### config.mk
export PLATFORM = sky130hd
export DESIGN_NAME = ble_midi_packet_parser
export DESIGN_NICKNAME = d
export VERILOG_FILES = /design/src/rtl/bmpp_pkg.sv /design/src/rtl/ble_midi_packet_parser.sv /design/src/rtl/bmpp_parser.sv /design/src/rtl/bmpp_out_reg.sv
export SDC_FILE = /design/constraint.sdc
export NUM_CORES = 1
export LEC_CHECK = 0
export BUFFER_PORTS_ARGS = -buffer_cell sky130_fd_sc_hd__buf_4
export CAP_MARGIN = 0
export CORE_MARGIN = 2
export CORE_UTILIZATION = 40
export CTS_CLUSTER_SIZE = 14
export DETAILED_ROUTE_END_ITERATION = 12
export HOLD_SLACK_MARGIN = 0.12
export PLACE_DENSITY = 0.57
export SYNTH_ARGS = -nofsm -noshare
export SYNTH_HDL_FRONTEND = slang
export SYNTH_SLANG_ARGS = --single-unit
export TNS_END_PERCENT = 50
### constraint.sdc
create_clock -name clock -period 11.5 [get_ports clock]
set_clock_uncertainty 0.1 [all_clocks]
set_input_delay 2.3 -clock clock [delete_from_list [all_inputs] [get_ports clock]]
set_output_delay 2.3 -clock clock [all_outputs]
set_load 0.05 [all_outputs]
### src/rtl/bmpp_pkg.sv
// Shared types and constants for the BLE MIDI packet parser.
package bmpp_pkg;

   localparam logic [1:0] PH_STAMP  = 2'd0;
   localparam logic [1:0] PH_STATUS = 2'd1;
   localparam logic [1:0] PH_DATA   = 2'd2;

   localparam logic [2:0] KIND_NOTE_OFF = 3'd0;
   localparam logic [2:0] KIND_NOTE_ON  = 3'd1;
   localparam logic [2:0] KIND_REALTIME = 3'd7;

   localparam logic [7:0] BYTE_RT_FIRST  = 8'hF8;
   localparam logic [7:0] BYTE_SYSEX_END = 8'hF7;
   localparam logic [7:0] BYTE_SYSEX     = 8'hF0;
   localparam logic [7:0] BYTE_LAST_CHAN = 8'hEF;
   localparam logic [3:0] NIB_PROGRAM    = 4'hC;
   localparam logic [3:0] NIB_CHAN_PRESS = 4'hD;

   localparam int RSP_DATA_W = 48;

   typedef struct packed {
      logic [7:0]  status_byte;
      logic [12:0] stamp;
      logic [6:0]  second_data;
      logic [7:0]  first_data;
      logic [4:0]  channel_number;
      logic [2:0]  event_kind;
   } result_type;

endpackage

### src/rtl/ble_midi_packet_parser.sv
// BLE MIDI packet parser top level.
// Takes one packet byte per transaction (req_tuser marks the header byte) and
// emits decoded channel and real-time events. One byte is accepted every cycle
// unless back-pressure stalls the input; a byte is registered on entry and
// decoded from the input register straight into the result register. Bytes
// that complete no event produce no transaction. Back-pressure on the result
// stream stalls input only when both the input and result registers are full.
module ble_midi_packet_parser (
   input  logic                                clock,
   input  logic                                reset,
   input  logic                                req_tvalid,
   output logic                                req_tready,
   input  logic [7:0]                          req_tdata,  // byte_in
   input  logic                                req_tuser,  // packet_start
   output logic                                rsp_tvalid,
   input  logic                                rsp_tready,
   // channel_number[4:0], first_data[12:5], second_data[19:13], stamp[32:20],
   // status_byte[40:33], zero fill[47:41]
   output logic [bmpp_pkg::RSP_DATA_W-1:0]     rsp_tdata,
   output logic [2:0]                          rsp_tuser   // event_kind
);

   logic                 in_valid_ff, in_valid_in;
   logic [7:0]           in_byte_ff;
   logic                 in_start_ff;
   logic                 out_ready;
   logic                 advance;
   logic                 res_valid;
   bmpp_pkg::result_type res;

   assign advance     = in_valid_ff && out_ready;
   assign req_tready  = !in_valid_ff || advance;
   assign in_valid_in = (req_tvalid && req_tready) ? 1'b1 : (advance ? 1'b0 : in_valid_ff);

   always_ff @(posedge clock) begin
      if (reset) begin
         in_valid_ff <= 1'b0;
      end else begin
         in_valid_ff <= in_valid_in;
      end
   end

   always_ff @(posedge clock) begin
      if (req_tvalid && req_tready) begin
         in_byte_ff  <= req_tdata;
         in_start_ff <= req_tuser;
      end
   end

   bmpp_parser u_parser (
      .clock        (clock),
      .reset        (reset),
      .fire         (advance),
      .byte_in      (in_byte_ff),
      .packet_start (in_start_ff),
      .res_valid    (res_valid),
      .res          (res)
   );

   bmpp_out_reg u_out_reg (
      .clock      (clock),
      .reset      (reset),
      .load       (advance && res_valid),
      .res        (res),
      .ready      (out_ready),
      .rsp_tvalid (rsp_tvalid),
      .rsp_tready (rsp_tready),
      .rsp_tdata  (rsp_tdata),
      .rsp_tuser  (rsp_tuser)
   );

endmodule

### src/rtl/bmpp_parser.sv
// Packet parse state and per-byte event decode.
module bmpp_parser (
   input  logic                  clock,
   input  logic                  reset,
   input  logic                  fire,
   input  logic [7:0]            byte_in,
   input  logic                  packet_start,
   output logic                  res_valid,
   output bmpp_pkg::result_type  res
);

   logic [1:0]  phase_ff,   phase_in;
   logic        skip_ff,    skip_in;
   logic [7:0]  running_ff, running_in;
   logic [7:0]  current_ff, current_in;
   logic [1:0]  held_ff,    held_in;
   logic [1:0]  needed_ff,  needed_in;
   logic [6:0]  held0_ff,   held0_in;
   logic [6:0]  held1_ff,   held1_in;
   logic [5:0]  high_ff,    high_in;
   logic [12:0] stamp_ff,   stamp_in;
   logic        sysex_ff,   sysex_in;

   function automatic logic [1:0] need_for(input logic [7:0] st);
      logic [1:0] n;
      n = ((st[7:4] == bmpp_pkg::NIB_PROGRAM) || (st[7:4] == bmpp_pkg::NIB_CHAN_PRESS))
          ? 2'd1 : 2'd2;
      return n;
   endfunction

   always_comb begin
      logic       go;
      logic       run;
      logic       emit_ch;
      logic [6:0] d1;
      logic [6:0] d2;
      logic [2:0] kind;
      phase_in   = phase_ff;
      skip_in    = skip_ff;
      running_in = running_ff;
      current_in = current_ff;
      held_in    = held_ff;
      needed_in  = needed_ff;
      held0_in   = held0_ff;
      held1_in   = held1_ff;
      high_in    = high_ff;
      stamp_in   = stamp_ff;
      sysex_in   = sysex_ff;
      go         = 1'b0;
      run        = 1'b0;
      emit_ch    = 1'b0;
      d1         = '0;
      d2         = '0;
      kind       = '0;
      res_valid  = 1'b0;
      res        = '0;

      if (fire) begin
         if (packet_start) begin
            if (byte_in[7]) begin
               high_in    = byte_in[5:0];
               stamp_in   = {byte_in[5:0], 7'd0};
               running_in = '0;
               current_in = '0;
               held_in    = '0;
               needed_in  = '0;
               sysex_in   = 1'b0;
               phase_in   = bmpp_pkg::PH_STAMP;
               skip_in    = 1'b0;
            end else begin
               skip_in = 1'b1;
            end
         end else if (!skip_ff) begin
            if ((phase_ff != bmpp_pkg::PH_STAMP) && (byte_in >= bmpp_pkg::BYTE_RT_FIRST)) begin
               res_valid           = 1'b1;
               res.event_kind      = bmpp_pkg::KIND_REALTIME;
               res.channel_number  = '0;
               res.first_data      = byte_in;
               res.second_data     = '0;
               res.stamp           = stamp_ff;
               res.status_byte     = byte_in;
            end else begin
               go = 1'b1;
               if (sysex_ff) begin
                  if (byte_in == bmpp_pkg::BYTE_SYSEX_END) begin
                     sysex_in = 1'b0;
                     phase_in = bmpp_pkg::PH_STAMP;
                  end else if (byte_in[7]) begin
                     sysex_in = 1'b0;
                  end else begin
                     go = 1'b0;
                  end
               end
               if (go) begin
                  unique case (phase_in)
                     bmpp_pkg::PH_STAMP: begin
                        if (byte_in[7]) begin
                           stamp_in = {high_ff, byte_in[6:0]};
                           phase_in = bmpp_pkg::PH_STATUS;
                        end else if (running_ff != '0) begin
                           run = 1'b1;
                        end
                     end
                     bmpp_pkg::PH_STATUS: begin
                        if (byte_in[7]) begin
                           if (byte_in == bmpp_pkg::BYTE_SYSEX) begin
                              sysex_in   = 1'b1;
                              running_in = '0;
                           end else if (byte_in <= bmpp_pkg::BYTE_LAST_CHAN) begin
                              current_in = byte_in;
                              running_in = byte_in;
                              needed_in  = need_for(byte_in);
                              held_in    = '0;
                              phase_in   = bmpp_pkg::PH_DATA;
                           end else begin
                              running_in = '0;
                              phase_in   = bmpp_pkg::PH_STAMP;
                           end
                        end else if (running_ff != '0) begin
                           run = 1'b1;
                        end else begin
                           phase_in = bmpp_pkg::PH_STAMP;
                        end
                     end
                     bmpp_pkg::PH_DATA: begin
                        if (!byte_in[7]) begin
                           if (held_ff < 2'd2) begin
                              if (held_ff[0]) held1_in = byte_in[6:0];
                              else            held0_in = byte_in[6:0];
                              held_in = held_ff + 2'd1;
                           end
                           if (held_in == needed_ff) begin
                              emit_ch  = 1'b1;
                              phase_in = bmpp_pkg::PH_STAMP;
                           end
                        end else begin
                           stamp_in = {high_ff, byte_in[6:0]};
                           phase_in = bmpp_pkg::PH_STATUS;
                        end
                     end
                     default: begin
                     end
                  endcase
               end
               if (run) begin
                  current_in = running_ff;
                  needed_in  = need_for(running_ff);
                  held0_in   = byte_in[6:0];
                  held_in    = 2'd1;
                  if (needed_in == 2'd1) begin
                     emit_ch  = 1'b1;
                     phase_in = bmpp_pkg::PH_STAMP;
                  end else begin
                     phase_in = bmpp_pkg::PH_DATA;
                  end
               end
               if (emit_ch) begin
                  d1   = (held_in >= 2'd1) ? held0_in : 7'd0;
                  d2   = (held_in >= 2'd2) ? held1_in : 7'd0;
                  kind = current_in[6:4];
                  if ((kind == bmpp_pkg::KIND_NOTE_ON) && (d2 == 7'd0))
                     kind = bmpp_pkg::KIND_NOTE_OFF;
                  res_valid          = 1'b1;
                  res.event_kind     = kind;
                  res.channel_number = {1'b0, current_in[3:0]} + 5'd1;
                  res.first_data     = {1'b0, d1};
                  res.second_data    = d2;
                  res.stamp          = stamp_ff;
                  res.status_byte    = current_in;
               end
            end
         end
      end
   end

   always_ff @(posedge clock) begin
      if (reset) begin
         phase_ff   <= bmpp_pkg::PH_STAMP;
         skip_ff    <= 1'b0;
         running_ff <= '0;
         current_ff <= '0;
         held_ff    <= '0;
         needed_ff  <= '0;
         high_ff    <= '0;
         stamp_ff   <= '0;
         sysex_ff   <= 1'b0;
      end else begin
         phase_ff   <= phase_in;
         skip_ff    <= skip_in;
         running_ff <= running_in;
         current_ff <= current_in;
         held_ff    <= held_in;
         needed_ff  <= needed_in;
         high_ff    <= high_in;
         stamp_ff   <= stamp_in;
         sysex_ff   <= sysex_in;
      end
   end

   always_ff @(posedge clock) begin
      held0_ff <= held0_in;
      held1_ff <= held1_in;
   end

   a_chan_back_to_stamp: assert property (@(posedge clock) disable iff (reset)
      (res_valid && (res.event_kind != bmpp_pkg::KIND_REALTIME))
      |=> (phase_ff == bmpp_pkg::PH_STAMP))
      else $error("channel message did not return to timestamp phase");

   a_header_clears: assert property (@(posedge clock) disable iff (reset)
      (fire && packet_start && byte_in[7])
      |=> (!sysex_ff && (running_ff == '0) && !skip_ff))
      else $error("valid header did not clear parse state");

   a_skip_holds: assert property (@(posedge clock) disable iff (reset)
      (fire && skip_ff && !packet_start)
      |=> ($stable(phase_ff) && $stable(running_ff) && !$past(res_valid)))
      else $error("skipped packet byte changed state");

   a_data_count: assert property (@(posedge clock) disable iff (reset)
      (phase_ff == bmpp_pkg::PH_DATA) |-> ((held_ff < needed_ff) && current_ff[7]))
      else $error("data phase with inconsistent byte counts");

endmodule

### src/rtl/bmpp_out_reg.sv
// Result register driving the response stream.
module bmpp_out_reg (
   input  logic                                  clock,
   input  logic                                  reset,
   input  logic                                  load,
   input  bmpp_pkg::result_type                  res,
   output logic                                  ready,
   output logic                                  rsp_tvalid,
   input  logic                                  rsp_tready,
   output logic [bmpp_pkg::RSP_DATA_W-1:0]       rsp_tdata,
   output logic [2:0]                            rsp_tuser
);

   logic                 valid_ff, valid_in;
   bmpp_pkg::result_type res_ff;

   assign ready    = !valid_ff || rsp_tready;
   assign valid_in = load ? 1'b1 : (rsp_tready ? 1'b0 : valid_ff);

   always_ff @(posedge clock) begin
      if (reset) begin
         valid_ff <= 1'b0;
      end else begin
         valid_ff <= valid_in;
      end
   end

   always_ff @(posedge clock) begin
      if (load) begin
         res_ff <= res;
      end
   end

   assign rsp_tvalid = valid_ff;
   assign rsp_tuser  = res_ff.event_kind;
   assign rsp_tdata  = {7'd0, res_ff.status_byte, res_ff.stamp, res_ff.second_data,
                        res_ff.first_data, res_ff.channel_number};

endmodule

==> flow_summary.yaml <==
critical_path:
  critPathMaxFanout: 3
  r2r_cells: 10
  required_ps: 9100
  max_stage_delay_ps: 220
  endpoint_kind: "primary output"
  critPathLaunch: "rsp_tready"
  critPathTopFamily: "simple AND/OR/NAND/NOR gates"
  r2r-end: "u_out_reg.rsp_tdata[16]"
  cp.arrival_ps: 2930
  cpMostUsedCell: "buf_4"
  cp_cell_sequence: "buf_4, nor2b_1, nand2_1, buf_4"
  r2r-start: "in_byte_ff[5]"
  r2r_setup_slack_ps: 6540
  cp.buffers_inverters: 2
  path_class: "in2out"
  crit_slowest_cell: "nor2b_1"
  startpoint_type: "input port"
synth:
  ys_seq_area_frac: 0.544
  synth-compound-area-share: 0.171
  synth_area_um2: 5360
  muxShareOfSynthArea: 0.0348
  ys_ff_latch: 112
  yosys-top-cells-area: "edfxtp_1, dfxtp_1, nand2_1"
  synth-xor-area-share: 0.00490
  synth-simple-area-share: 0.187
  syn_area_per_cell_um2: 10.7
  synth_top_family_by_area: "simple AND/OR/NAND/NOR gates"
  yosysMostFrequentCell: "edfxtp_1"
  synth_top_cell_by_area: "edfxtp_1"
  synth_edf_count: 67
  synth_top_area_share: 0.375
  synth_cell_type_count: 64
  yosys_warnings: 0
  synth_commonest_cells: "edfxtp_1, nand2_1, dfxtp_1"
  async_reset_ff_frac: 0
  synthCells: 503
  synth_flop_cell: "edfxtp_1"
  synth_adder_area_share: 0.0140
route:
  drtIter0Drc: 409
  via_per_inst: 5.74
  wire_per_inst_um: 18.4
  routed_wl_um: 13300
  final_antenna_net_count: 0
  drtPass1Iterations: 5
  drc: 0
  vias: 4156
place:
  port_buffers: 58
  dp_hpwl_um: 8920
  gp_congestion: 0.954
  post-place-ws_ps: 6160
  placed_area_um2: 5880
clock_network:
  cts_sinks: 112
  numCtsBuffers: 9
  worstSkewPairLatency_ps: 360
  clock_path_buffers: 2
  clk_pin_slew_ps: 70
  htreeDepth: 3
  cts_resized: 0
  cts_tree: "built"
  cts_setup_buffers: 0
  root_buffer: "clkbuf_16"
  cts_hold_buffers: 0
global_route:
  antenna_found_initial: 0
  grt_pass1_vias: 3939
  grt.overflow.total: 0
  grt_max_degree: 33
  grt_pass1_wl_um: 21300
  gr-usage-all-layers: 0.192
floorplan:
  start_util: 0.408
  die_w_um: 120
  fp-row-count: 42
  die_h_um: 120
  ioPinCount: 66
  core_um2: 13100
  die-area_um2: 14300
hold_path:
  min_path_type: "reg2reg"
  min_to: "u_parser.high_ff[0]"
  hp-start: "u_parser.high_ff[0]"
  min_path_cells: 2
run:
  drv_cap: 0
sta:
  slew_viol_final: 0
  tns_ps: 0
  timing.fmax_mhz: 187
  worstMarginPinSlew_ps: 1200
  setup_ws_ps: 6170
  max-slew-margin-rel: 0.192
  final-setup-viol-count: 0
  fin_crit_sh: 0.464
  rsz0062_at_grt: "no"
  min_period_ps: 5330
  hold_viol: 0
final_layout:
  multi_input_area_um2: 2230
  areaGrowthSynthToFinish_pct: 14.8
  nets: 562
  antenna_cells: 0
  final_area_um2: 6150
  drive_above_1_share: 0.199
  fill_cells: 1275
  regArea_um2: 2910
run_status:
  status: "finished, final reports clean"
power_and_ir_drop:
  vdd_ir_drop_max_mv: 0.0600
  power.leakage_nw: 2.09
  p_per_area_nw_per_um2: 134
-- placed cells by master, fill, tap and decap left out, types with 10 or more instances in the layout --
cell type / instances
edfxtp_1: 67
buf_4: 60
nand2_1: 51
dfxtp_1: 45
a21oi_1: 30
o21ai_0: 24
nor2b_1: 22
nor2_1: 18
inv_1: 17
nand3_1: 15
nor4_1: 13
mux2_2: 13
a31o_2: 10
o31ai_1: 10
-- per-stage QoR --
step	hold WS [ps]	instances	total power, mW	util
after detailed placement	348	708	0.532	0.448
after CTS	358	724	0.826	0.468
after global placement	341	708	0.531	0.448
after global routing	374	724	0.851	0.468
final	357	724	0.822	0.468
after floorplan	334	509	0.510	-
-- per-layer routing --
layer / GRT usage / up-vias / share of wire
li1: - / 1967 / -
met1: 0.271 / 2027 / 0.48
met2: 0.296 / 145 / 0.46
met3: 0.0399 / 17 / 0.048
met4: 0.0610 / 0 / 0.018
met5: 0 / - / 0
-- kinds of logic (layout without fill, tap and decap cells) --
logic type / Yosys count / count (layout)
other: 1 / 7
DFF: 112 / 112
buffers and inverters: 55 / 94
muxes: 17 / 17
and+or+nand+nor: 179 / 179
xor gates and xnor gates: 3 / 3
AOI/OAI and AO/OA: 130 / 130
adders and majority gates: 6 / 6
-- flip-flops by register name (all words and copies together) (netlist names) --
register / cells
u_out_reg.rsp_tdata: 41
u_parser.stamp_ff: 13
in_byte_ff: 8
u_parser.current_ff: 8
u_parser.running_ff: 8
u_parser.held0_ff: 7
u_parser.held1_ff: 7
u_parser.high_ff: 6
u_out_reg.rsp_tuser: 3
u_parser.held_ff: 2
u_parser.needed_ff: 2
u_parser.phase_ff: 2
in_start_ff: 1
in_valid_ff: 1
u_out_reg.rsp_tvalid: 1
u_parser.skip_ff: 1
u_parser.sysex_ff: 1
-- power breakdown --
| part | internal [mW] | switching [mW] | total [mW] |
|---|---|---|---|
| registers | 0.432 | 0.0181 | 0.450 |
| logic | 0.0259 | 0.0486 | 0.0746 |
| clock network | 0.159 | 0.139 | 0.297 |
-- tightest hold or removal path: cells and delay by family (launching register included) --
| family | cells | cell delay, ps |
|---|---|---|
| AND/OR/NAND/NOR | 1 | 50 |
| flip-flops | 1 | 310 |
| AO/OA/AOI/OAI | 1 | 50 |
-- worst max path at each step --
| stage | endpoint | cells after the start |
|---|---|---|
| after floorplan | req_tready | 2 |
| after global placement | req_tready | 4 |
| after detailed placement | req_tready | 4 |
| after CTS | req_tready | 4 |
| after global routing | u_out_reg.rsp_tdata[16] | 10 |
| final | req_tready | 4 |
-- final cells by class --
type | instances | area share
multi-input combinational | 342 | 0.363
inverter | 18 | 0.0110
tap | 176 | 0.0358
clock buffer | 15 | 0.0435
sequential | 112 | 0.473
clock inverter | 1 | 0.000610
timing repair buffer | 60 | 0.0732
Note: power is estimated with default switching activity, not from simulation.
